`src/rtl/core/icdf_pkg.sv`:
```
// Shared types and constants for the inverse-CDF sampling histogram core.
`default_nettype none
package icdf_pkg;

  localparam int DEPTH_DEF      = 1024;
  localparam int COUNT_BITS_DEF = 32;

  localparam int VALUE_W = 32;
  localparam int CDF_W   = 33;
  localparam int ECNT_W  = 11;
  localparam int IDX_O_W = 10;
  localparam int TOTAL_W = 32;

  localparam logic [ECNT_W-1:0] ENTRY_COUNT_RST = 11'd1024;
  localparam logic [CDF_W-1:0]  ONE_Q32         = 33'h1_0000_0000;

  typedef enum logic [1:0] {
    MODE_LOAD  = 2'd0,
    MODE_DRAW  = 2'd1,
    MODE_READ  = 2'd2,
    MODE_CLEAR = 2'd3
  } mode_t;

  typedef enum logic [2:0] {
    ST_CLEAR,
    ST_IDLE,
    ST_SRCH_ADDR,
    ST_SRCH_CMP,
    ST_HIT,
    ST_REPORT
  } state_t;

  typedef struct packed {
    mode_t                mode;
    logic [VALUE_W-1:0]   value;
    logic [IDX_O_W-1:0]   entry_index;
  } in_word_t;

  typedef struct packed {
    logic [IDX_O_W-1:0]   chosen_index;
    logic [TOTAL_W-1:0]   entry_total;
  } out_word_t;

endpackage
`default_nettype wire

```
`src/rtl/core/icdf_ctrl.sv`:
```
// Sequencer: table loading, binary search, counter update, readout and clear sweep.
`default_nettype none
module icdf_ctrl
  import icdf_pkg::*;
#(
  parameter int DEPTH      = DEPTH_DEF,
  parameter int COUNT_BITS = COUNT_BITS_DEF,
  localparam int IDX_W     = $clog2(DEPTH),
  localparam int N_W       = IDX_W + 1
) (
  input  wire logic                  clk,
  input  wire logic                  rst_n,
  input  wire logic                  start,
  input  wire in_word_t              in_word,
  input  wire logic [N_W-1:0]        n_used,
  output      logic                  busy,
  output      logic                  out_valid,
  output      out_word_t             out_word,
  output      logic                  cdf_we,
  output      logic [IDX_W-1:0]      cdf_waddr,
  output      logic [CDF_W-1:0]      cdf_wdata,
  output      logic [IDX_W-1:0]      cdf_raddr,
  input  wire logic [CDF_W-1:0]      cdf_rdata,
  output      logic                  cnt_we,
  output      logic [IDX_W-1:0]      cnt_waddr,
  output      logic [COUNT_BITS-1:0] cnt_wdata,
  output      logic [IDX_W-1:0]      cnt_raddr,
  input  wire logic [COUNT_BITS-1:0] cnt_rdata
);

  state_t               state_r, state_nxt;
  logic [N_W-1:0]       lo_r, lo_nxt;
  logic [N_W-1:0]       hi_r, hi_nxt;
  logic [N_W-1:0]       mid_r, mid_nxt;
  logic [VALUE_W-1:0]   value_r, value_nxt;
  logic [IDX_W-1:0]     sweep_r, sweep_nxt;
  logic [IDX_W-1:0]     sel_r, sel_nxt;
  logic [IDX_O_W-1:0]   rep_idx_r, rep_idx_nxt;
  logic                 in_range_r, in_range_nxt;
  logic [CDF_W-1:0]     sum_r, sum_nxt;
  logic [N_W-1:0]       load_pos_r, load_pos_nxt;
  logic                 out_valid_r, out_valid_nxt;
  out_word_t            out_word_r, out_word_nxt;

  logic                 accept;
  logic [N_W-1:0]       n_m1;
  logic [N_W-1:0]       mid_calc;
  logic [N_W-1:0]       sel_calc;
  logic [CDF_W:0]       sum_wide;
  logic [CDF_W-1:0]     sum_sat;
  logic [CDF_W-1:0]     eff_cdf;
  logic [COUNT_BITS-1:0] cnt_inc;
  logic [63:0]          inc_wide;
  logic [63:0]          rd_wide;
  logic [31:0]          sel_wide;
  logic                 sweep_last;

  assign accept     = start && (state_r == ST_IDLE);
  assign n_m1       = n_used - 1'b1;
  assign mid_calc   = lo_r + ((hi_r - lo_r) >> 1);
  assign sel_calc   = (lo_r >= n_used) ? n_m1 : lo_r;
  assign sum_wide   = {1'b0, sum_r} + (CDF_W+1)'(in_word.value);
  assign sum_sat    = (sum_wide > (CDF_W+1)'(ONE_Q32)) ? ONE_Q32 : sum_wide[CDF_W-1:0];
  // The last entry in use always reads as exactly 1.0.
  assign eff_cdf    = (mid_r == n_m1) ? ONE_Q32 : cdf_rdata;
  assign cnt_inc    = (&cnt_rdata) ? cnt_rdata : cnt_rdata + 1'b1;
  assign inc_wide   = 64'(cnt_inc);
  assign rd_wide    = 64'(cnt_rdata);
  assign sel_wide   = 32'(sel_r);
  assign sweep_last = (sweep_r == IDX_W'(DEPTH - 1));

  // Next state.
  always_comb begin
    state_nxt = state_r;
    case (state_r)
      ST_CLEAR: begin
        if (sweep_last) begin
          state_nxt = ST_IDLE;
        end
      end
      ST_IDLE: begin
        if (accept) begin
          case (in_word.mode)
            MODE_DRAW:  state_nxt = ST_SRCH_ADDR;
            MODE_READ:  state_nxt = ST_REPORT;
            MODE_CLEAR: state_nxt = ST_CLEAR;
            default:    state_nxt = ST_IDLE;
          endcase
        end
      end
      ST_SRCH_ADDR: begin
        state_nxt = (lo_r < hi_r) ? ST_SRCH_CMP : ST_HIT;
      end
      ST_SRCH_CMP: state_nxt = ST_SRCH_ADDR;
      ST_HIT:      state_nxt = ST_IDLE;
      ST_REPORT:   state_nxt = ST_IDLE;
      default:     state_nxt = ST_IDLE;
    endcase
  end

  // Memory ports and datapath registers.
  always_comb begin
    lo_nxt        = lo_r;
    hi_nxt        = hi_r;
    mid_nxt       = mid_r;
    value_nxt     = value_r;
    sweep_nxt     = sweep_r;
    sel_nxt       = sel_r;
    rep_idx_nxt   = rep_idx_r;
    in_range_nxt  = in_range_r;
    sum_nxt       = sum_r;
    load_pos_nxt  = load_pos_r;
    out_valid_nxt = 1'b0;
    out_word_nxt  = out_word_r;
    cdf_we        = 1'b0;
    cdf_waddr     = load_pos_r[IDX_W-1:0];
    cdf_wdata     = sum_sat;
    cdf_raddr     = mid_calc[IDX_W-1:0];
    cnt_we        = 1'b0;
    cnt_waddr     = sel_r;
    cnt_wdata     = cnt_inc;
    cnt_raddr     = IDX_W'(in_word.entry_index);
    case (state_r)
      ST_CLEAR: begin
        cnt_we    = 1'b1;
        cnt_waddr = sweep_r;
        cnt_wdata = '0;
        sweep_nxt = sweep_r + 1'b1;
      end
      ST_IDLE: begin
        if (accept) begin
          case (in_word.mode)
            MODE_LOAD: begin
              // Loads past the entries in use are dropped.
              if (load_pos_r < n_used) begin
                cdf_we       = 1'b1;
                sum_nxt      = sum_sat;
                load_pos_nxt = load_pos_r + 1'b1;
              end
            end
            MODE_DRAW: begin
              lo_nxt    = '0;
              hi_nxt    = n_used;
              value_nxt = in_word.value;
            end
            MODE_READ: begin
              rep_idx_nxt  = in_word.entry_index;
              in_range_nxt = (32'(in_word.entry_index) < DEPTH);
            end
            MODE_CLEAR: begin
              sum_nxt      = '0;
              load_pos_nxt = '0;
              sweep_nxt    = '0;
            end
            default: begin
            end
          endcase
        end
      end
      ST_SRCH_ADDR: begin
        mid_nxt   = mid_calc;
        cnt_raddr = sel_calc[IDX_W-1:0];
        sel_nxt   = sel_calc[IDX_W-1:0];
      end
      ST_SRCH_CMP: begin
        if (eff_cdf < {1'b0, value_r}) begin
          lo_nxt = mid_r + 1'b1;
        end else begin
          hi_nxt = mid_r;
        end
      end
      ST_HIT: begin
        cnt_we                    = 1'b1;
        out_valid_nxt             = 1'b1;
        out_word_nxt.chosen_index = sel_wide[IDX_O_W-1:0];
        out_word_nxt.entry_total  = (inc_wide > 64'hFFFF_FFFF) ? '1 : inc_wide[TOTAL_W-1:0];
      end
      ST_REPORT: begin
        out_valid_nxt             = 1'b1;
        out_word_nxt.chosen_index = rep_idx_r;
        if (!in_range_r) begin
          out_word_nxt.entry_total = '0;
        end else if (rd_wide > 64'hFFFF_FFFF) begin
          out_word_nxt.entry_total = '1;
        end else begin
          out_word_nxt.entry_total = rd_wide[TOTAL_W-1:0];
        end
      end
      default: begin
      end
    endcase
  end

  always_ff @(posedge clk) begin
    if (!rst_n) begin
      state_r     <= ST_CLEAR;
      sweep_r     <= '0;
      sum_r       <= '0;
      load_pos_r  <= '0;
      out_valid_r <= 1'b0;
    end else begin
      state_r     <= state_nxt;
      sweep_r     <= sweep_nxt;
      sum_r       <= sum_nxt;
      load_pos_r  <= load_pos_nxt;
      out_valid_r <= out_valid_nxt;
    end
  end

  always_ff @(posedge clk) begin
    lo_r       <= lo_nxt;
    hi_r       <= hi_nxt;
    mid_r      <= mid_nxt;
    value_r    <= value_nxt;
    sel_r      <= sel_nxt;
    rep_idx_r  <= rep_idx_nxt;
    in_range_r <= in_range_nxt;
    out_word_r <= out_word_nxt;
  end

  assign busy      = (state_r != ST_IDLE);
  assign out_valid = out_valid_r;
  assign out_word  = out_word_r;

endmodule
`default_nettype wire
```
`config.mk`:
```
export PLATFORM = sky130hd
export DESIGN_NAME = icdf_ctrl
export DESIGN_NICKNAME = d
export VERILOG_FILES = /design/src/rtl/core/icdf_pkg.sv /design/src/rtl/core/icdf_ctrl.sv
export SDC_FILE = /design/constraint.sdc
export NUM_CORES = 1
export LEC_CHECK = 0
export BUFFER_PORTS_ARGS = -buffer_cell sky130_fd_sc_hd__buf_2
export CELL_PAD_IN_SITES_DETAIL_PLACEMENT = 2
export CELL_PAD_IN_SITES_GLOBAL_PLACEMENT = 2
export CORE_UTILIZATION = 34
export DETAILED_ROUTE_END_ITERATION = 10
export PLACE_DENSITY_LB_ADDON = 0.1
export SYNTH_ARGS = -nofsm -noshare
export SYNTH_HDL_FRONTEND = slang
export SYNTH_SLANG_ARGS = --single-unit
```
`constraint.sdc`:
```
create_clock -name clk -period 5.4 [get_ports clk]
set_input_delay 0.27 -clock clk [delete_from_list [all_inputs] [get_ports clk]]
set_output_delay 0.27 -clock clk [all_outputs]
set_load 0.005 [all_outputs]
```
# Word-level counts from Yosys, hierarchy flattened
# Cells that the tools add are included.
op_classes:
  addsub: 8
  magnitude_cmp: 7
  n_eq_ne: 18
  n_mux: 36
  reduce_logical: 17
ops:
  columns: ["cell", "count"]
  rows:
  - ["$mux 32", 4]
  - ["$mux 33", 3]
  - ["$pmux 42 s2", 1]
  - ["$mux 11", 7]
  - ["$pmux 11 s2", 3]
  - ["$pmux 33 s2", 1]
  - ["$gt 32x32->1 const B", 2]
  - ["$mux 10", 5]
  - ["$add 33x32->34", 1]
  - ["$gt 34x33->1 const B", 1]
  - ["$lt 33x32->1", 1]
  - ["$add 32x1->32 const B", 1]
  - ["$reduce_and 32->1", 1]
  - ["$add 11x1->11 const B", 2]
  - ["$lt 11x11->1", 2]
  - ["$pmux 10 s2", 1]
  - ["$pmux 3 s4", 1]
  - ["$reduce_and 4->1", 3]
  - ["$add 11x10->11", 1]
  - ["$eq 11x11->1", 1]
  - ["$ge 11x11->1", 1]
  - ["$sub 11x1->11 const B", 1]
  - ["$sub 11x11->11", 1]
  - ["$add 10x1->10 const B", 1]
  - ["19 further kinds", 40]
totals:
  ff_bits: 185
  inputBits: 123
  output_inout_bits: 151
  elab_cells: 99

# Depth between registers and ports, before layout
depth:
  ltp_word: 6
  mapped_depth: 20
  mapped_depth_nobuf: 19

# Least setup slack after synthesis
# No wires, ideal clock.
synth_timing:
  path_type: "input-to-reg"
  from: "input port n_used[5]"
  to: "register lo_r[0], enable pin"
  t_arrival_ps: 4068
  required_ps: 5018
  path_slack_ps: 949
  cell_stages: 18
  cell_sequence: "nor4_1 -> nand2_1 -> nor4_1 -> xnor2_1 -> xnor2_1 -> nor4_1 -> clkbuf_1 -> nor2b_1 -> ha_1 -> a21o_1 -> a21o_1 -> a21oi_1 -> o21ai_0 -> a31oi_1 -> o22ai_1 -> o21ai_0 -> nand4b_1 -> a21oi_1"
synth_via:
  elab_chain_cells: 6
synth_lines:
  columns: ["element", "line_no", "text"]
  rows:
  - ["start: declaration", "icdf_ctrl.sv:15", "input wire logic [N_W-1:0] n_used,"]
  - ["$sub 11x1->11", "icdf_ctrl.sv:59", "assign n_m1 = n_used - 1'b1;"]
  - ["$eq 11x11->1", "icdf_ctrl.sv:65", "assign eff_cdf = (mid_r == n_m1) ? ONE_Q32 : cdf_rdata;"]
  - ["$mux 33", "icdf_ctrl.sv:65", null]
  - ["$lt 33x32->1", "icdf_ctrl.sv:166", "if (eff_cdf < {1'b0, value_r}) begin"]
  - ["$ne 2x2->1 (no line)", null, null]
  - ["$reduce_and 4->1 (no line)", null, null]
  - ["end signal: assignment", "icdf_ctrl.sv:211", "lo_r <= lo_nxt;"]
  - ["end: declaration", "icdf_ctrl.sv:32", "logic [N_W-1:0] lo_r, lo_nxt;"]
# Every way passes these cells.
# A chain may end at the register's enable or synchronous reset.

# Worst setup path in the final report
layout_timing:
  from: "register lo_r[1]"
  to: "output port cdf_raddr[9]"
layout_via:
  elab_chain_cells: 2
layout_lines:
  columns: ["element", "line_no", "text"]
  rows:
  - ["$sub 11x11->11", "icdf_ctrl.sv:60", "assign mid_calc = lo_r + ((hi_r - lo_r) >> 1);"]
  - ["$add 11x10->11 (*)", "icdf_ctrl.sv:60", null]
  - ["end: declaration", "icdf_ctrl.sv:22", "output logic [IDX_W-1:0] cdf_raddr,"]
# Mark *: on every way between the ends. The rest lies on a longest branch, timed or not.

==> results.json <==
{
  "critical_path_required_ns": 5.13,
  "start_util_pct": 34.6,
  "outcome": "finished clean",
  "cellInternalPower_mw": 2.37,
  "slew-limit-headroom_pct": 21.1,
  "leakagePower_nw": 6.63,
  "design.core.area_um2": 37700,
  "synth_top_cells_by_count": "151 x nor2_1, 130 x nand2_1, 127 x edfxtp_1, 110 x ha_1, 83 x xnor2_1",
  "design.die.area_um2": 39100,
  "placed_insts": 2122,
  "layout_min_cycle_time_ns": 4.56,
  "ant_nets": 0,
  "post-cts-setup-buffer-count": 0,
  "net_total_in_the_final_layout": 1890,
  "setup.worst_path.start_class": "flip-flop",
  "report.final.hold_viol_count": 0,
  "timing.critical_path.to_type": "output port",
  "routed-via-count": 11384,
  "arrival_ns": 4.29,
  "antenna_found_initial": 3,
  "grt_start_max_net_pins": 46,
  "switching_power_uw": 783,
  "post_drt_via_cell_ratio": 5.22,
  "io_pins": 274,
  "numCtsBuffers": 17,
  "area_growth_pct": 19.8,
  "cts.root.buffer_cell": "clkbuf_16",
  "drt_wl_total_um": 44800,
  "period_share_pct": 84.5,
  "clock_power_share_pct": 41.9,
  "detail_route.wl_per_cell_um": 20.5,
  "layoutNonFillerInstCount": 2182,
  "tightestPinTransition_ns": 1.18,
  "syn-cell-area_um2": 13000,
  "final.hold.worst_slack_ns": 0.0257,
  "asyncSetResetFlopFracSynth_pct": 0,
  "post_synthesis_instance_total": 1400,
  "grt_pass1_vias": 12106,
  "netlist-cell-type-count": 71,
  "rows": 71,
  "power_frac_seq_pct": 47.8,
  "routabilityCongestion": 0.849,
  "combPwrFrac_pct": 10.3,
  "yosys_register_bits": 185,
  "yosysMostFrequentCell": "nor2_1",
  "finalSetupViolCount": 0,
  "clock_tree.buffer_depth": 2,
  "irDropWorstVdd_v": 0.000223,
  "rsz_0062_raised_after_global_routing": "no",
  "switching_share_pct": 24.8,
  "synth-edff-count": 127,
  "finalSetupTns_ns": 0,
  "layout-drive-gt1-share_pct": 21.8,
  "cellPowerDensity_nw_per_um2": 202,
  "critical-path-max-stage-delay_ns": 0.53,
  "drv_cap": 0,
  "syn_avg_cell_area_um2": 9.30,
  "ctsHtreeMaxLevel": 4,
  "crit_path_cell_trace": "inv_1 > ha_1 > nor2b_1 > o21ai_0 > a21boi_0 > o21ai_0 > a21boi_0 > o21ai_0 > nor2b_1 > xnor2_1 > ha_1 > a21oi_1 > o21bai_1 > a21oi_1 > xnor2_1 > buf_2",
  "die_h_um": 198,
  "cp_max_fo": 5,
  "drcViolationCount": 0,
  "mappedNetlistNets": 1636,
  "die_w_um": 198,
  "finalMaxSlewViolations": 0,
  "worstSkewPairLatency_ns": 0.46,
  "timing.fmax_mhz": 219,
  "wire_length_of_the_first_global_routing_pass_um": 69100,
  "placement.io_buffers": 273,
  "path_class_of_the_lowest_slack_min_delay_path": "primary input to flip-flop",
  "dpl_cell_area_um2": 14800,
  "synth_top_cell_by_area": "edfxtp_1",
  "tritoncts": "built",
  "path_common_cell": "o21ai_0",
  "fin_worst_skew_ns": 0.00711,
  "design_area_um2": 15600,
  "global_route.usage.total_pct": 23.1,
  "final_core_util_pct": 41.4,
  "cts.sink_count": 185,
  "dp_hpwl_um": 35800,
  "synth_top_cells_by_area": "edfxtp_1 29%, ha_1 11%, dfxtp_1 8.9%, xnor2_1 5.6%, nor2_1 4.4%",
  "critical_path.slowest_cell": "edfxtp_1",
  "synth.yosys.warnings": 0,
  "grt_remaining_overflow": 0,
  "clock_transition_at_the_register_clock_pins_on_the_worst_setup_and_hold_paths_after_cts_ns": 0.07,
  "synth.top_cell.area_share_pct": 29.3,
  "fill_cells": 4298,
  "synth_ff_type": "edfxtp_1",
  "drt_first_iter_violations": 314,
  "dr_pass1_iterations": 4,
  "synth_seq_area_share_pct": 38.2,
  "critical_path_class": "flip-flop to output port"
}
stage by stage:
step	power, mW	worst slack, ns
global placement	1.84	0.775
detailed placement	1.85	0.575
CTS	3.20	0.776
finish	3.16	0.840
global route	3.27	0.454
floorplan	1.71	0.949
worst max-delay path, delay by kind of cell (launching register included):
family,cells,cell delay [ns]
flops,1,0.53
fa+ha+maj,2,0.65
simple gates,2,0.35
compound gates,8,1.63
buf+inv,2,0.35
xor+xnor,2,0.33
kinds of logic (layout without fill, tap and decap cells):
group | count (synthesis) | after routing | synth area share, %
adders and majority gates | 113 | 113 | 11.0
AOI/OAI and AO/OA | 282 | 282 | 15.3
buffers and inverters | 151 | 418 | 5.19
DFF | 185 | 185 | 38.2
xor gates and xnor gates | 140 | 140 | 9.42
muxes | 25 | 25 | 2.16
and+or+nand+nor | 504 | 504 | 18.7
other | 0 | 4 | 0
layout make-up:
| cell class | count | area (um^2) | area share [%] |
|---|---|---|---|
| clock inverters | 13 | 153 | 0.979 |
| clock buffers | 19 | 433 | 2.78 |
| well taps | 511 | 639 | 4.10 |
| diodes | 4 | 10.0 | 0.0642 |
| multi-input cells | 1064 | 7390 | 47.4 |
| flip-flops and latches | 185 | 4970 | 31.9 |
| repair buffers | 307 | 1690 | 10.9 |
| inverters | 79 | 297 | 1.90 |
final timing paths:
path                        to  cells past startpoint        start  slack (ns)
setup / recovery  cdf_raddr[9]                     16      lo_r[1]        0.84
setup reg to reg       lo_r[2]                     18     mid_r[2]        1.23
hold reg to reg      sum_r[16]                      1    sum_r[16]        0.47
hold / removal      value_r[5]                      1  in_word[15]        0.03
repair_timing:
action	4_1_cts	5_1_grt
gates resized for setup	0	0
setup endpoints to repair	0	0
hold buffers	24	0
endpoints found under the hold margin	24	0
power by group through the flow:
stage | clock network [mW] | registers (mW) | logic (mW)
floorplan | 0 | 1.54 | 0.169
global placement | 0 | 1.54 | 0.302
detailed placement | 0 | 1.54 | 0.312
CTS | 1.36 | 1.51 | 0.327
global route | 1.40 | 1.51 | 0.358
finish | 1.32 | 1.51 | 0.324
layout by cell type (no fill, tap or decap), drive strengths merged, types with 9 or more instances in the layout:
cell type and n:
o21ai 64, nor3 20, a21boi 9, xor2 57
inv 81, nor2b 46, a21o 21, and3 16
nand4 41, and2 13, xnor2 83, o2bb2ai 29
buf 283, a21oi 66, o21a 14, dlygate4sd3 24
clkbuf 19, edfxtp 127, or3 9, mux2 22
o21bai 14, nor2 151, dfxtp 58, ha 110
nand3 41, nand2 130
state kept, by name, summed over array words and instances (netlist names):
| register | count |
|---|---|
| sel_r | 10 |
| state_r | 3 |
| sweep_r | 10 |
| out_word | 42 |
| mid_r | 11 |
| sum_r | 33 |
| lo_r | 11 |
| value_r | 32 |
| out_valid | 1 |
| hi_r | 11 |
| load_pos_r | 11 |
| rep_idx_r | 10 |
layer usage:
layer	wire [um]	part of all wire, %	GRT usage [%]	vias up
li1	-	-	-	5504
met1	20300	45	29.3	5621
met2	22000	49	40.1	214
met3	1630	3.6	3.86	43
met4	784	1.8	6.35	2
met5	13	0.029	0	-
No activity file was read; power rests on OpenSTA's default activity.
